## src/hdl/cbt_pkg.sv

```systemverilog
// Shared types, constants and codes for the cubic B-spline tessellator.
package cbt_pkg;

	localparam int MAX_SAMPLES = 64;
	localparam int CNT_W       = (MAX_SAMPLES > 1) ? $clog2(MAX_SAMPLES) : 1;

	localparam int T_W    = 17;
	localparam int STEP_W = 17;
	localparam logic [T_W-1:0]    TENSION_LIMIT = 17'd65601;
	localparam logic [STEP_W-1:0] STEP_RESET    = 17'd1638;

	// Weight rounding: divide by 6 * 2^18 = (2^19) * 3.
	localparam logic signed [55:0] WEIGHT_HALF = 56'sd786432;
	localparam logic [31:0]        RECIP3      = 32'hAAAAAAAB;
	localparam logic signed [55:0] ONE_CUBED   = 56'sh1_0000_0000_0000;
	localparam logic signed [65:0] ROUND_HALF  = 66'sd536870912;

	localparam logic [1:0] SEEN_FULL = 2'd3;

	// Configuration port
	localparam int PADDR_W   = 3;
	localparam int REG_IDX_W = 1;
	localparam logic [REG_IDX_W-1:0] REG_TENSION_STEP = 1'b0;

	typedef struct packed {
		logic signed [31:0] point_x;
		logic signed [31:0] point_y;
		logic signed [31:0] point_z;
		logic               new_curve;
	} point_t;

	typedef struct packed {
		logic signed [31:0] sample_x;
		logic signed [31:0] sample_y;
		logic signed [31:0] sample_z;
		logic               last_sample;
	} sample_t;

	typedef struct packed {
		logic load;
		logic clear;
		logic start;
		logic issue;
		logic last;
	} cmd_t;

	typedef struct packed {
		logic busy;
		logic en;
		logic step_over;
	} dp_sts_t;

	typedef enum logic {
		ST_IDLE,
		ST_RUN
	} state_t;

endpackage

```

## src/hdl/cbt_ctrl.sv

```systemverilog
// Controller: point acceptance, curve history count and per-window sample issue.
module cbt_ctrl import cbt_pkg::*; (
	input  logic    clk,
	input  logic    arst_n,
	input  logic    point_valid,
	input  logic    new_curve,
	output logic    point_stall,
	input  dp_sts_t sts,
	output cmd_t    cmd
);

	state_t           state_q, state_d;
	logic [1:0]       seen_q, seen_d, seen_eff;
	logic [CNT_W-1:0] n_q, n_d;
	logic             open;
	logic             accept;

	always_ff @(posedge clk or negedge arst_n) begin
		if (!arst_n) begin
			state_q <= ST_IDLE;
			seen_q  <= '0;
			n_q     <= '0;
		end else begin
			state_q <= state_d;
			seen_q  <= seen_d;
			n_q     <= n_d;
		end
	end

	always_comb begin
		open        = (state_q == ST_IDLE) && !sts.busy;
		accept      = point_valid && open;
		point_stall = !open;
		seen_eff    = new_curve ? 2'd0 : seen_q;

		cmd.load  = accept;
		cmd.clear = accept && new_curve;
		cmd.start = accept && (seen_eff == SEEN_FULL);
		cmd.issue = (state_q == ST_RUN) && sts.en;
		cmd.last  = (n_q == CNT_W'(MAX_SAMPLES - 1)) || sts.step_over;

		state_d = state_q;
		seen_d  = seen_q;
		n_d     = n_q;

		if (accept)
			seen_d = (seen_eff == SEEN_FULL) ? SEEN_FULL : seen_eff + 2'd1;

		case (state_q)
			ST_IDLE: begin
				if (cmd.start) begin
					state_d = ST_RUN;
					n_d     = '0;
				end
			end
			ST_RUN: begin
				if (cmd.issue) begin
					n_d = n_q + CNT_W'(1);
					if (cmd.last)
						state_d = ST_IDLE;
				end
			end
			default: state_d = ST_IDLE;
		endcase
	end

endmodule

```

## config.mk

```make
export PLATFORM = sky130hd
export DESIGN_NAME = cbt_ctrl
export DESIGN_NICKNAME = d
export VERILOG_FILES = /design/src/hdl/cbt_pkg.sv /design/src/hdl/cbt_ctrl.sv
export SDC_FILE = /design/constraint.sdc
export NUM_CORES = 1
export LEC_CHECK = 0
export BUFFER_PORTS_ARGS = -buffer_cell sky130_fd_sc_hd__buf_2
export CAP_MARGIN = 20
export CORE_AREA = 5 5 42 44
export CTS_BUF_LIST = sky130_fd_sc_hd__clkbuf_16
export CTS_CLUSTER_SIZE = 12
export DETAILED_ROUTE_END_ITERATION = 16
export DIE_AREA = 0 0 47 49
export SETUP_SLACK_MARGIN = 0.05
export SLEW_MARGIN = 20
export SYNTH_ARGS = -nofsm -noshare
export SYNTH_HDL_FRONTEND = slang
export SYNTH_SLANG_ARGS = --single-unit
```

## constraint.sdc

```tcl
create_clock -name clk -period 1.45 [get_ports clk]
set_input_delay 0.0725 -clock clk [delete_from_list [all_inputs] [get_ports clk]]
set_output_delay 0.0725 -clock clk [all_outputs]
set_load 0.03 [all_outputs]
```

==> flow_summary.ini <==
[timing]
post-route-min-period_ns = 1.54
slew_headroom_pct = 85.9
hold_viol_final = 0
finalCritPeriodShare_pct = 106
setup_viol = 2
clock_skew_ns = 0.00133
tightest_slew_ns = 0.211
drv_slew = 0
setup_ws_ns = -0.0876
clock.fmax_ghz = 0.650
fin_tns_setup_ns = -0.153
rsz0062_at_grt = yes

[global_routing]
gr-total-overflow = 0
grt_pass1_vias = 468
grt_pass1_wl_mm = 1.99
grt_max_degree = 10
antenna_found_initial = 0
grt_usage_pct = 12.0

[critical_path]
arrival_ns = 1.47
critPathBufInv = 2
cp.required_ns = 1.38
slowest_stage = or3b_4
cp-start-kind = register
critPathMaxStageDelay_ns = 0.39
end_kind = output port
crit_chain = or3b_4 -> or2_4 -> clkinvlp_4 -> buf_6
cp_max_fo = 4
critical_path.top_delay_family = simple AND/OR/NAND/NOR gates
crit_type = reg2out

[yosys]
synthTopCellsByArea = dfrtp_1, nand2_1, a32o_1, mux2i_1, nand3_1
synthesis.area_sq_um = 488
synth_fa_ha_area_share_pct = 2.56
synth_cell_types = 25
yosys.area.top_type = dfrtp_1
yosys_warnings = 0
ys_seq_area_share_pct = 46.2
synth-xor-area-share_pct = 0
synth.net_count = 59
synth_top_area_share_pct = 46.2
ys_ff_latch = 9
synth-simple-area-share_pct = 26.4
synth_compound_area_share_pct = 14.6
avgSynthCellArea_sq_um = 9.57
synth_top_family_by_area = simple AND/OR/NAND/NOR gates
synth_mux_area_share_pct = 6.41
syn_inst = 51

[pwr]
irDropWorstVdd_mv = 1.03
total_power_mw = 1.20
leakage_nw = 0.375
powerDensity_nw_per_um2 = 1520

[place]
gp_congestion = 0.730
dp_hpwl_um = 806
io_buffer_count = 12
place_area_sq_um = 588

[cells_and_area]
nets = 86
drive_above_1_share_pct = 48.1
fillCellCount = 119
syn_to_final_growth_pct = 62.1
diodes = 0
design_area_sq_um = 791

[clock_network]
cts_sinks = 9
cts_inserted_buffers = 3
clock_path_buffers = 2
cts_tree = built
cts-root-buf = clkbuf_16
path_clk_slew_ns = 0.04
htreeDepth = 1
worstSkewPairLatency_ns = 0.23

[routing]
drc_errors = 0
final_antenna_net_count = 0
vias_per_cell = 5.05
num_vias = 470
drt_iter0_drc = 9
first_pass_iters = 4
wl_per_cell_um = 12.5
finalWirelength_mm = 1.16

[hold_path]
min_path_type = in2reg

[floorplan]
core.rowCount = 14
io_pins = 13
die_x_um = 47
dieHeight_um = 49
core-area_sq_um = 1400
die-area_sq_um = 2300
initial_core_util_pct = 34.8

[status]
status = complete, but fails checks
violations = setup timing

[flow_run]
max_cap_violations = 0
==> synthesized netlist by cell type (all sizes together) <==
| master | count |
|---|---|
| a21oi | 2 |
| a32o | 2 |
| and2 | 1 |
| buf | 1 |
| dfrtp | 9 |
| ha | 1 |
| inv | 3 |
| mux2 | 1 |
| mux2i | 2 |
| nand2 | 7 |
| nand3 | 3 |
| nand3b | 1 |
| nand4 | 1 |
| nor2 | 4 |
| nor2b | 1 |
| nor3 | 1 |
| nor4b | 1 |
| o211ai | 2 |
| o21ai | 2 |
| o21bai | 1 |
| o2bb2ai | 1 |
| or2 | 2 |
| or3 | 1 |
| or3b | 1 |
==> layout by cell type (no fill, tap or decap), drive strengths merged <==
cell type,instances
clkbuf,3
a32o,2
dfrtp,9
or2,2
nor2b,1
a21oi,2
nand4,1
nand2,7
mux2i,2
or3b,1
clkinvlp,1
ha,1
nor4b,1
inv,3
mux2,1
nand3,3
nor2,4
o2bb2ai,1
buf,22
and2,1
dlygate4sd3,1
nor3,1
o211ai,2
or3,1
o21bai,1
nand3b,1
o21ai,2
==> final cells by class <==
type / count / area, sq um / share of cell area (%)
Clock inverter: 1 / 3.75 / 0.475
Sequential cell: 9 / 225 / 28.5
Multi-Input combinational cell: 38 / 273 / 34.5
Timing Repair Buffer: 23 / 176 / 22.3
Clock buffer: 3 / 75.1 / 9.49
Inverter: 3 / 17.5 / 2.22
Tap cell: 16 / 20.0 / 2.53
==> cell families after synthesis <==
group,Yosys count
flip-flops,9
adder cells (fa/ha/maj),1
AND/OR/NAND/NOR,24
AO/OA/AOI/OAI,10
buffers and inverters,4
multiplexers,3
==> metrics by stage <==
stage	cells	setup WS, ns	util, %	hold slack (ns)
after floorplan	51	0.0275	-	-0.223
after global placement	81	0.0691	42.0	-0.0648
after detailed placement	81	0.0489	42.0	-0.0638
after CTS	92	-0.0897	54.1	0.121
after global routing	93	-0.137	56.4	0.141
final	93	-0.0876	56.4	0.123
==> what timing repair did <==
item	4_1_cts	5_1_grt
resized for setup	12	8
hold endpoints to repair	9	0
hold buffers	1	0
buffers inserted	6	4
pin swaps	2	4
endpoints found under the setup margin	5	11
==> state kept, by name (all words and copies together) (netlist names) <==
signal and cells:
state_q 1, seen_q 2, n_q 6
==> worst min-delay path, stage by stage <==
cell	delay [ns]
buf_2	0.11
nor4b_2	0.05
nor2_1	0.08
==> where the power goes <==
part	total [mW]	switching, mW	leakage [nW]	internal (mW)
combinational	0.367	0.177	0.218	0.191
sequential	0.362	0.0502	0.115	0.312
clock	0.470	0.110	0.0423	0.359
total	1.20	0.337	0.375	0.862
==> layer usage <==
| layer | vias up | track usage, % | wire, um |
|---|---|---|---|
| met5 | - | 0 | 0 |
| met2 | 9 | 19.0 | 624 |
| met4 | 0 | 5.53 | 9 |
| li1 | 236 | - | - |
| met3 | 2 | 4.80 | 54 |
| met1 | 223 | 13.4 | 474 |
==> final timing paths <==
kind | cells after the start | endpoint | slack [ns] | startpoint
min | 3 | seen_q[0]$_DFFE_PN0P_ | 0.12 | new_curve
min reg2reg | 2 | seen_q[1]$_DFFE_PN0P_ | 0.55 | seen_q[1]$_DFFE_PN0P_
min in group asynchronous | 2 | n_q[5]$_DFFE_PN0P_ | 0.23 | arst_n
max reg2reg | 5 | n_q[4]$_DFFE_PN0P_ | 0.04 | n_q[0]$_DFFE_PN0P_
max in group asynchronous | 2 | seen_q[1]$_DFFE_PN0P_ | 1.04 | arst_n
max | 4 | cmd[2] | -0.09 | state_q$_DFF_PN0_
No activity file was read; power rests on OpenSTA's default activity.
